===== config.mk =====
export PLATFORM = sky130hd
export DESIGN_NAME = two_level_slot_allocator_top
export DESIGN_NICKNAME = d
export VERILOG_FILES = /design/src/rtl/core/tlsa_pkg.sv /design/src/rtl/core/two_level_slot_allocator_top.sv /design/src/rtl/core/tlsa_ram.sv
export SDC_FILE = /design/constraint.sdc
export NUM_CORES = 1
export LEC_CHECK = 0
export BUFFER_PORTS_ARGS = -buffer_cell sky130_fd_sc_hd__buf_4
export CORE_MARGIN = 2
export CORE_UTILIZATION = 45
export DETAILED_ROUTE_END_ITERATION = 8
export PLACE_DENSITY = 0.59
export SYNTH_ARGS = -nofsm -noshare
export SYNTH_HDL_FRONTEND = slang
export SYNTH_SLANG_ARGS = --single-unit

===== constraint.sdc =====
create_clock -name clk -period 7.8 [get_ports clk]
set_clock_uncertainty 0.2 [all_clocks]
set_input_delay 0.78 -clock clk [delete_from_list [all_inputs] [get_ports clk]]
set_output_delay 0.78 -clock clk [all_outputs]
set_load 0.05 [all_outputs]

===== src/rtl/core/tlsa_pkg.sv =====
// Shared types and constants for the two-level slot allocator.
// No dependencies; used by the top level and the port checker.
package tlsa_pkg;

  localparam int CLIENT_SLOTS_DEFAULT = 64;
  localparam int STREAM_SLOTS_DEFAULT = 8;

  localparam int IN_DATA_W  = 16;
  localparam int OUT_DATA_W = 16;

  typedef enum logic [1:0] {
    OP_ALLOC_CLIENT = 2'd0,
    OP_FREE_CLIENT  = 2'd1,
    OP_ALLOC_STREAM = 2'd2,
    OP_FREE_STREAM  = 2'd3
  } op_t;

  localparam logic [1:0] STATUS_OK      = 2'd0;
  localparam logic [1:0] STATUS_NO_SLOT = 2'd1;
  localparam logic [1:0] STATUS_BUSY    = 2'd2;

endpackage


===== src/rtl/core/two_level_slot_allocator_top.sv =====
// Two-level slot allocator: client free map in flops, per-client stream maps in RAM.
// Depends on tlsa_pkg and tlsa_ram.
//
//   channel | dir | handshake         | payload
//   --------+-----+-------------------+--------------------------------------------
//   request | in  | s_tvalid/s_tready | operation, client_slot, stream_slot
//   result  | out | m_tvalid/m_tready | status, granted_index, streams_in_use
//
// In each transaction the accept cycle issues the stream-map read; the busy
// state then sees the RAM data and, once the output register is free, updates
// the maps and loads the output register. One request is in flight at a time,
// so a read never meets a write to the same entry. A result waiting in the
// output register does not block the next accept; a stalled result only
// holds the update stage. Reset marks every client free and every stream map
// as all free through one valid bit per client; no clearing pass is needed.
module two_level_slot_allocator_top #(
  parameter int CLIENT_SLOTS = tlsa_pkg::CLIENT_SLOTS_DEFAULT,
  parameter int STREAM_SLOTS = tlsa_pkg::STREAM_SLOTS_DEFAULT
) (
  input  logic                            clk,
  input  logic                            rst,
  input  logic                            s_tvalid,
  output logic                            s_tready,
  // [1:0] operation, [7:2] client_slot, [10:8] stream_slot, [15:11] zero
  input  logic [tlsa_pkg::IN_DATA_W-1:0]  s_tdata,
  output logic                            m_tvalid,
  input  logic                            m_tready,
  // [1:0] status, [7:2] granted_index, [11:8] streams_in_use, [15:12] zero
  output logic [tlsa_pkg::OUT_DATA_W-1:0] m_tdata
);

  localparam int CW = (CLIENT_SLOTS > 1) ? $clog2(CLIENT_SLOTS) : 1;
  localparam int SW = STREAM_SLOTS;
  localparam int NW = $clog2(STREAM_SLOTS + 1);
  localparam logic [SW-1:0] ALL_FREE = {SW{1'b1}};

  typedef enum logic [1:0] {
    S_IDLE = 2'b01,
    S_BUSY = 2'b10
  } state_t;

  state_t            state;
  tlsa_pkg::op_t     op;
  logic [5:0]        client_slot;
  logic [2:0]        stream_slot;
  logic              entry_valid;

  // Free map of clients (1 = free) and per-client flag "stream map written".
  logic [CLIENT_SLOTS-1:0] client_free;
  logic [CLIENT_SLOTS-1:0] map_valid;

  // Output register.
  logic [1:0]        status;
  logic [5:0]        granted_index;
  logic [3:0]        streams_in_use;

  logic              accept;
  logic              finish;
  logic [CW-1:0]     in_idx;
  logic [CW-1:0]     cs_idx;
  logic              cs_ok;
  logic              ss_ok;
  logic [SW-1:0]     ram_rdata;
  logic [SW-1:0]     fm;
  logic [SW-1:0]     ss_bit;
  logic              client_found;
  logic [CW-1:0]     client_pick;
  logic              stream_found;
  logic [4:0]        stream_pick;
  logic [NW-1:0]     free_count;
  logic              ram_we;
  logic [SW-1:0]     ram_wdata;
  logic [1:0]        status_next;
  logic [5:0]        granted_next;
  logic [3:0]        in_use_next;

  assign s_tready = (state == S_IDLE);
  assign accept   = s_tvalid && s_tready;
  assign finish   = (state == S_BUSY) && (!m_tvalid || m_tready);
  assign in_idx   = CW'(s_tdata[7:2]);
  assign cs_idx   = CW'(client_slot);
  assign cs_ok    = 32'(client_slot) < CLIENT_SLOTS;
  assign ss_ok    = 32'(stream_slot) < STREAM_SLOTS;
  assign ss_bit   = SW'(1) << stream_slot;

  // An entry never written since its client was granted reads as all free.
  assign fm = entry_valid ? ram_rdata : ALL_FREE;

  tlsa_ram #(
    .WIDTH (SW),
    .DEPTH (CLIENT_SLOTS)
  ) u_stream_map (
    .clk   (clk),
    .we    (ram_we),
    .waddr (cs_idx),
    .wdata (ram_wdata),
    .re    (accept),
    .raddr (in_idx),
    .rdata (ram_rdata)
  );

  // Lowest free client.
  always_comb begin
    client_found = 1'b0;
    client_pick  = '0;
    for (int i = CLIENT_SLOTS - 1; i >= 0; i--) begin
      if (client_free[i]) begin
        client_found = 1'b1;
        client_pick  = CW'(i);
      end
    end
  end

  // Lowest free stream and free-stream count of the addressed client.
  always_comb begin
    stream_found = 1'b0;
    stream_pick  = '0;
    free_count   = '0;
    for (int i = SW - 1; i >= 0; i--) begin
      if (fm[i]) begin
        stream_found = 1'b1;
        stream_pick  = 5'(i);
      end
      free_count = free_count + NW'(fm[i]);
    end
  end

  always_comb begin
    status_next  = tlsa_pkg::STATUS_OK;
    granted_next = '0;
    in_use_next  = '0;
    ram_we       = 1'b0;
    ram_wdata    = fm;
    case (op)
      tlsa_pkg::OP_ALLOC_CLIENT: begin
        if (client_found) begin
          granted_next = 6'(client_pick);
        end else begin
          status_next = tlsa_pkg::STATUS_NO_SLOT;
        end
      end
      tlsa_pkg::OP_FREE_CLIENT: begin
        if (cs_ok && fm != ALL_FREE) begin
          status_next = tlsa_pkg::STATUS_BUSY;
          in_use_next = 4'(NW'(STREAM_SLOTS) - free_count);
        end
      end
      tlsa_pkg::OP_ALLOC_STREAM: begin
        if (cs_ok && stream_found) begin
          granted_next = 6'(stream_pick);
          ram_we       = finish;
          ram_wdata    = fm & ~(SW'(1) << stream_pick);
        end else begin
          status_next = tlsa_pkg::STATUS_NO_SLOT;
        end
      end
      tlsa_pkg::OP_FREE_STREAM: begin
        ram_we    = finish && cs_ok && ss_ok;
        ram_wdata = fm | ss_bit;
      end
      default: begin
        status_next = tlsa_pkg::STATUS_OK;
      end
    endcase
  end

  always_ff @(posedge clk) begin
    if (rst) begin
      state       <= S_IDLE;
      m_tvalid    <= 1'b0;
      client_free <= '1;
      map_valid   <= '0;
    end else begin
      case (state)
        S_IDLE: begin
          if (accept) begin
            state <= S_BUSY;
          end
        end
        S_BUSY: begin
          if (finish) begin
            state <= S_IDLE;
          end
        end
        default: begin
          state <= S_IDLE;
        end
      endcase

      if (finish) begin
        m_tvalid <= 1'b1;
      end else if (m_tready) begin
        m_tvalid <= 1'b0;
      end

      if (finish) begin
        // Grant: take the client and mark its stream map as fresh.
        if (op == tlsa_pkg::OP_ALLOC_CLIENT && client_found) begin
          client_free[client_pick] <= 1'b0;
          map_valid[client_pick]   <= 1'b0;
        end
        if (op == tlsa_pkg::OP_FREE_CLIENT && cs_ok && fm == ALL_FREE) begin
          client_free[cs_idx] <= 1'b1;
        end
        if (ram_we) begin
          map_valid[cs_idx] <= 1'b1;
        end
      end
    end
  end

  // Payload registers: captured on accept and on finish, no reset needed.
  always_ff @(posedge clk) begin
    if (accept) begin
      op          <= tlsa_pkg::op_t'(s_tdata[1:0]);
      client_slot <= s_tdata[7:2];
      stream_slot <= s_tdata[10:8];
      entry_valid <= map_valid[in_idx];
    end
    if (finish) begin
      status         <= status_next;
      granted_index  <= granted_next;
      streams_in_use <= in_use_next;
    end
  end

  assign m_tdata = {4'b0000, streams_in_use, granted_index, status};

endmodule


===== src/rtl/core/tlsa_ram.sv =====
// Generic single-clock RAM: one write port, one read port, registered read.
// No dependencies.
module tlsa_ram #(
  parameter int WIDTH = 8,
  parameter int DEPTH = 64
) (
  input  logic                                 clk,
  input  logic                                 we,
  input  logic [(DEPTH > 1 ? $clog2(DEPTH) : 1)-1:0] waddr,
  input  logic [WIDTH-1:0]                     wdata,
  input  logic                                 re,
  input  logic [(DEPTH > 1 ? $clog2(DEPTH) : 1)-1:0] raddr,
  output logic [WIDTH-1:0]                     rdata
);

  logic [WIDTH-1:0] mem [DEPTH];

  always_ff @(posedge clk) begin
    if (we) begin
      mem[waddr] <= wdata;
    end
    if (re) begin
      rdata <= mem[raddr];
    end
  end

endmodule


Word-level counts from Yosys, hierarchy flattened
Memories as Yosys holds them, arrays and structs flattened. A register that Yosys moved wholly into a read port is not among the register bits. Cells that the tools add are included.

Output and inout port bits: 18. Register bits: 155. Memories: 1. RAM bits: 512. Logic and storage cells: 233.

Memories: u_stream_map.mem (depth 64, bits a word 8, read ports 1, clocked after memory_dff 1, write ports 1, RTL line tlsa_ram.sv:16) `logic [WIDTH-1:0] mem [DEPTH];`.

Add/sub/neg operators: 8. Magnitude comparators: 5. Reduce and logical (&&, ||, !) cells: 12. Bitwise operators: 8. Muxes and demuxes: 177. Equal/unequal tests: 9. Shift-type cells: 2.

Operators by type and width (count): $mux W64 (8); $mux W6 (65); $and A64 B64 Y64 (2); $or A64 B64 Y64 (2); $mux W1 (82); $not A64 Y64 (1); $mux W5 (8); $lt A6 B7 Y1 const B (3); $add A4 B1 Y4 (4); $mux W8 (2); $pmux W8 S2 (1); $demux W1 S6 (2); $ge A6 B1 Y1 const B (2); $pmux W6 S2 (1); $and A8 B8 Y8 (1); $eq A8 B8 Y1 const B (1); $ne A8 B8 Y1 const B (1); $not A8 Y8 (1); $or A8 B8 Y8 (1); $shl A1 B3 Y8 const A (1); $shl A1 B5 Y8 const A (1); $bmux W1 S6 (1); $eq A2 B2 Y1 const B (3); $logic_and A1 B1 Y1 (6); other kinds (17) (21).

Logic depth before layout (Yosys ltp)
Depth in word-level cells: 75. Depth in mapped cells: 10. Gate-level depth less buffers: 10.

Hierarchy
From an unflattened synthesis, not the netlist that was laid out.

Cell total of the unflattened synthesis: 1849. Area, all modules: 28247.1 um2.

Modules (own cells, without submodules): tlsa_ram (instances 1, cells each 940, area each 20246.9 um2); two_level_slot_allocator_top (instances 1, cells each 909, area each 8000.2 um2).

Worst setup path after synthesis
Ideal clock, no wire load.

Kind: register to register. Start point: register entry_valid. End point: memory u_stream_map.mem[0][5], data pin. Period minus slack after synthesis: 3.861 ns. Setup slack: 3.939 ns. Arrival time: 3.073 ns. Required time: 7.012 ns. Cell stages (with the launch flop): 7. Cell sequence: edfxtp_1 -> nand2b_1 -> nor2_1 -> o31a_1 -> nor3_1 -> nor2_1 -> a31oi_1.

Longest elaborated chain between the ends: 14. Elaborated cells between the ends (all ways): 23. Those cells by class: shift: 1; mux: 19; bitwise: 3.

RTL lines: start, declared (RTL line two_level_slot_allocator_top.sv:46) `logic entry_valid;`; start signal, assigned (RTL line two_level_slot_allocator_top.sv:218) `entry_valid <= map_valid[in_idx];`; $mux W8 * (RTL line two_level_slot_allocator_top.sv:87) `assign fm = entry_valid ? ram_rdata : ALL_FREE;`; $mux W3 (RTL line two_level_slot_allocator_top.sv:120) `if (fm[i]) begin`; $mux W5 (7 in series) (RTL line two_level_slot_allocator_top.sv:120); $shl A1 B5 Y8 (RTL line two_level_slot_allocator_top.sv:152) `ram_wdata = fm & ~(SW'(1) << stream_pick);`; $not A8 Y8 (RTL line two_level_slot_allocator_top.sv:152); $and A8 B8 Y8 (RTL line two_level_slot_allocator_top.sv:152); $mux W8 (RTL line two_level_slot_allocator_top.sv:149) `if (cs_ok && stream_found) begin`; $pmux W8 S2 * (RTL line two_level_slot_allocator_top.sv:134) `case (op)`; via ram_wdata[5] (RTL line two_level_slot_allocator_top.sv:72) `logic [SW-1:0] ram_wdata;`; end, declared (RTL line tlsa_ram.sv:16).

The timed path passes the listed nets; every way through them passes the cells marked *.

Final worst setup path
Start point: register client_free[0]. End point: register map_valid[36].

Longest elaborated chain between the ends: 12. Elaborated cells between the ends (all ways): 15. Those cells by class: order compare: 2; mux: 8; bitwise: 3; reduce/logical: 2.

RTL lines: start, declared (RTL line two_level_slot_allocator_top.sv:49) `logic [CLIENT_SLOTS-1:0] client_free;`; start signal, assigned (RTL line two_level_slot_allocator_top.sv:171) `client_free <= '1;`; start signal, assigned by index (RTL line two_level_slot_allocator_top.sv:199) `client_free[client_pick] <= 1'b0;`; start signal, assigned by index (RTL line two_level_slot_allocator_top.sv:203) `client_free[cs_idx] <= 1'b1;`; $mux W6 (RTL line two_level_slot_allocator_top.sv:107) `if (client_free[i]) begin`; $lt A6 B7 Y1 (implied by the code) or $ge A6 B1 Y1 (tied branches) (RTL line two_level_slot_allocator_top.sv:200) `map_valid[client_pick] <= 1'b0;`; $logic_and A1 B1 Y1 (implied by the code) (RTL line two_level_slot_allocator_top.sv:200); $mux W1 (implied by the code) (RTL line two_level_slot_allocator_top.sv:200); $demux W1 S6 (RTL line two_level_slot_allocator_top.sv:200); $not A64 Y64 (no line); $and A64 B64 Y64 (no line); $mux W64 * (RTL line two_level_slot_allocator_top.sv:198) `if (op == tlsa_pkg::OP_ALLOC_CLIENT && client_found) begin`; $mux W64 * (RTL line two_level_slot_allocator_top.sv:196) `if (finish) begin`; $mux W64 * (RTL line two_level_slot_allocator_top.sv:168) `if (rst) begin`; $or A64 B64 Y64 (no line); $mux W64 * (RTL line two_level_slot_allocator_top.sv:205) `if (ram_we) begin`; end signal, assigned (RTL line two_level_slot_allocator_top.sv:172) `map_valid <= '0;`; end signal, assigned by index (RTL line two_level_slot_allocator_top.sv:200); end signal, assigned by index (RTL line two_level_slot_allocator_top.sv:206) `map_valid[cs_idx] <= 1'b1;`; end, declared (RTL line two_level_slot_allocator_top.sv:50) `logic [CLIENT_SLOTS-1:0] map_valid;`.

Mark *: on every way between the ends. The rest lies on a longest branch, timed or not. The select of a mux whose other input is x is not followed. A chain may end at the register's enable or synchronous reset.

==> results.sh <==
export IMPL_status="finished, final reports clean"
export IMPL_power_density_nw_per_um2=243.2
export IMPL_grt_pass1_wl_microns=106900
export IMPL_wl_per_cell_microns=27.23
export IMPL_cp_arrival_ns=4.25
export IMPL_start_util_pct=45.41
export IMPL_ir_drop_v=0.0002118
export IMPL_synth_top_cell_area_share_pct=58.41
export IMPL_power_frac_seq_pct=51.3
export IMPL_critPathRequiredTime_ns=8.04
export IMPL_hold_viol=0
export IMPL_seqCellArea_sq_um=18960
export IMPL_reg2regPathDepth=7
export IMPL_area_delta_synth_final_pct=12.71
export IMPL_clock_latency_ns=0.62
export IMPL_cts_tree="done"
export IMPL_rsz0062_at_grt="false"
export IMPL_cts_sinks=675
export IMPL_setup_viol=0
export IMPL_crit_fanout=9
export IMPL_tightest_slew_ns=1.212
export IMPL_grt_start_max_net_pins=79
export IMPL_yosys_area_top_type="edfxtp_1"
export IMPL_wl_met1_microns=30340
export IMPL_pwr_share_clk_pct=43.9
export IMPL_internal_power_w=0.006001
export IMPL_ys_seq_area_share_pct=67.78
export IMPL_drv_slew=0
export IMPL_post_cts_buffers=0
export IMPL_worstSetupStartpointType="flop"
export IMPL_gp_congestion=0.9199
export IMPL_layout_nets=1771
export IMPL_wl_met3_microns=4406
export IMPL_p_sw_w=0.001667
export IMPL_die_area_sq_um=64160
export IMPL_grt_ovfl_total=0
export IMPL_ys_top_cells_by_count="edfxtp_1 (544), mux4_2 (189), nor2_1 (173)"
export IMPL_fmax_ghz=0.2496
export IMPL_min_path_type="input port to flop"
export IMPL_drt_wl_total_microns=71810
export IMPL_dr_pass1_iters=5
export IMPL_worstSetupPathType="flop to flop"
export IMPL_h_tree_depth=3
export IMPL_synth_seq_cells=675
export IMPL_n_fill_cell=5027
export IMPL_cts_max_path_buffers=3
export IMPL_power_share_switching_pct=21.74
export IMPL_synthTopCellsByArea="edfxtp_1 (58%), mux4_2 (15%), dfxtp_1 (9.4%), nor2_1 (2.3%), a21oi_1 (1.4%)"
export IMPL_ant_nets=0
export IMPL_period_share_pct=51.36
export IMPL_drc_errors=0
export IMPL_syn_area_sq_um=27970
export IMPL_dp_final_hpwl_microns=45820
export IMPL_critical_path_endpoint_type="flop"
export IMPL_ys_types=75
export IMPL_yosysWarnings=0
export IMPL_met2RoutedLength_microns=34870
export IMPL_synth_ff_type="edfxtp_1"
export IMPL_crit_chain="or4_1, nor3_1, o211ai_1, o21ai_2, o21ai_1, nor2_1, a21oi_1"
export IMPL_async_flop_share_pct=0
export IMPL_via_per_inst=6.121
export IMPL_cts_root_buf="clkbuf_16"
export IMPL_crit_buf_inv=0
export IMPL_top_layer="met4"
export IMPL_cpMaxStageDelayCell="nor2_1"
export IMPL_whs_path_depth=1
export IMPL_numCtsBuffers=73
export IMPL_clkTransAtPathRegs_ns=0.06
export IMPL_multi_input_area_sq_um=8612
export IMPL_synth_edf_count=544
export IMPL_postCtsHoldBufs=0
export IMPL_cap_violations=0
export IMPL_antenna_found_initial=4
export IMPL_p_leak_nw=9.724
export IMPL_combPwrFrac_pct=4.7
export IMPL_slowest_delay_ns=0.96
export IMPL_drive_above_1_share_pct=21.90
export IMPL_crit_family="simple AND/OR/NAND/NOR gates"
export IMPL_netlist_instances=1705
export IMPL_yosysMostFrequentCell="edfxtp_1"
export IMPL_fin_setup_tns_ns=0
export IMPL_placementRows=91
export IMPL_layout_setup_ws_ns=3.794
export IMPL_grt_pass1_vias=16363
export IMPL_grt_use_total_pct=22.92
export IMPL_synth_avg_cell_area_sq_um=16.40
export IMPL_die_height_microns=253.3
export IMPL_fp_dieW_microns=253.3
export IMPL_period_minus_slack_ns=4.006
export IMPL_coreArea_sq_um=61600
export IMPL_io_buffers=28
export IMPL_cts_resized=0
export IMPL_post_place_ws_ns=3.482
export IMPL_crit_cells=7
export IMPL_vias=16142
export IMPL_io_pins=38
export IMPL_timing_reg2reg_setup_slack_ns=3.79
export IMPL_drt_iter0_drc=1623
export IMPL_slew_headroom_pct=18.92
[layout make-up]
| class | count | share of cell area, % |
|---|---|---|
| flip-flops and latches | 675 | 60.14 |
| multi-input cells | 899 | 27.32 |
| clock buffers | 97 | 6.474 |
| well taps | 837 | 3.322 |
| repair buffers | 52 | 1.314 |
| clock inverters | 35 | 0.9367 |
| inverters | 41 | 0.4882 |
| diodes | 1 | 0.007938 |
[path summary, 6_finish.rpt]
path                  start        endpoint
min reg2reg   map_valid[55]   map_valid[55]
max          client_free[0]   map_valid[36]
min              s_tdata[8]  stream_slot[0]
max reg2reg  client_free[0]   map_valid[36]
[sequential cells by signal, indices dropped and copies added (netlist names), 2 cells and up]
signal and count:
u_stream_map.mem 512, client_free 64, map_valid 64, u_stream_map.rdata 8, client_slot 6, granted_index 6, streams_in_use 4, stream_slot 3
op 2, state 2, status 2
[stage by stage]
stage / area, sq um / power (W) / hold slack, ns / util, % / std cells
after floorplan: 27980 / 0.004245 / 0.2573 / - / 1708
after global routing: 31520 / 0.007885 / 0.1202 / 51.17 / 2636
after detailed placement: 29190 / 0.004382 / 0.2901 / 47.38 / 2504
after global placement: 29190 / 0.004374 / 0.2802 / 47.38 / 2504
after CTS: 31520 / 0.007734 / 0.1013 / 51.17 / 2636
final: 31520 / 0.007668 / 0.1361 / 51.18 / 2637
[metal layers]
metal / GRT usage, % / vias up
li1: - / 7025
met1: 31.90 / 8401
met2: 36.99 / 579
met3: 3.289 / 137
met4: 8.233 / 0
met5: 0 / -
[cell usage in the layout (no fill, tap or decap), types with 10 or more instances in the layout]
cell       instances
edfxtp_1         544
mux4_2           189
nor2_1           169
dfxtp_1          131
a21oi_1           75
clkbuf_16         75
buf_4             49
o21ai_0           48
inv_1             40
nand2_1           39
a31oi_1           38
nor3_1            35
a311oi_1          32
a211oi_1          29
nor4_1            16
clkinv_2          16
nand2b_1          15
nor2b_1           14
clkbuf_1          13
or4_1             12
o211ai_1          12
nand3_1           11
and3_1            10
[cell families (layout without fill, tap and decap cells)]
family          count (synthesis)  in the layout  synth area share, %
compound gates                316            316                7.753
fa+ha+maj                       9              9               0.5100
buf+inv                       134            225                1.915
flops                         675            675                67.78
mux                           189            189                15.22
other cells                     1              5              0.01341
simple gates                  381            381                6.809
[power groups by stage]
stage	clock network (W)	registers (W)	logic (W)
floorplan	0	0.00401	0.000237
global placement	0	0.00401	0.000362
detailed placement	0	0.00401	0.000370
CTS	0.00343	0.00394	0.000371
global route	0.00356	0.00393	0.000392
finish	0.00337	0.00394	0.000364
No activity file was read; power rests on OpenSTA's default activity.
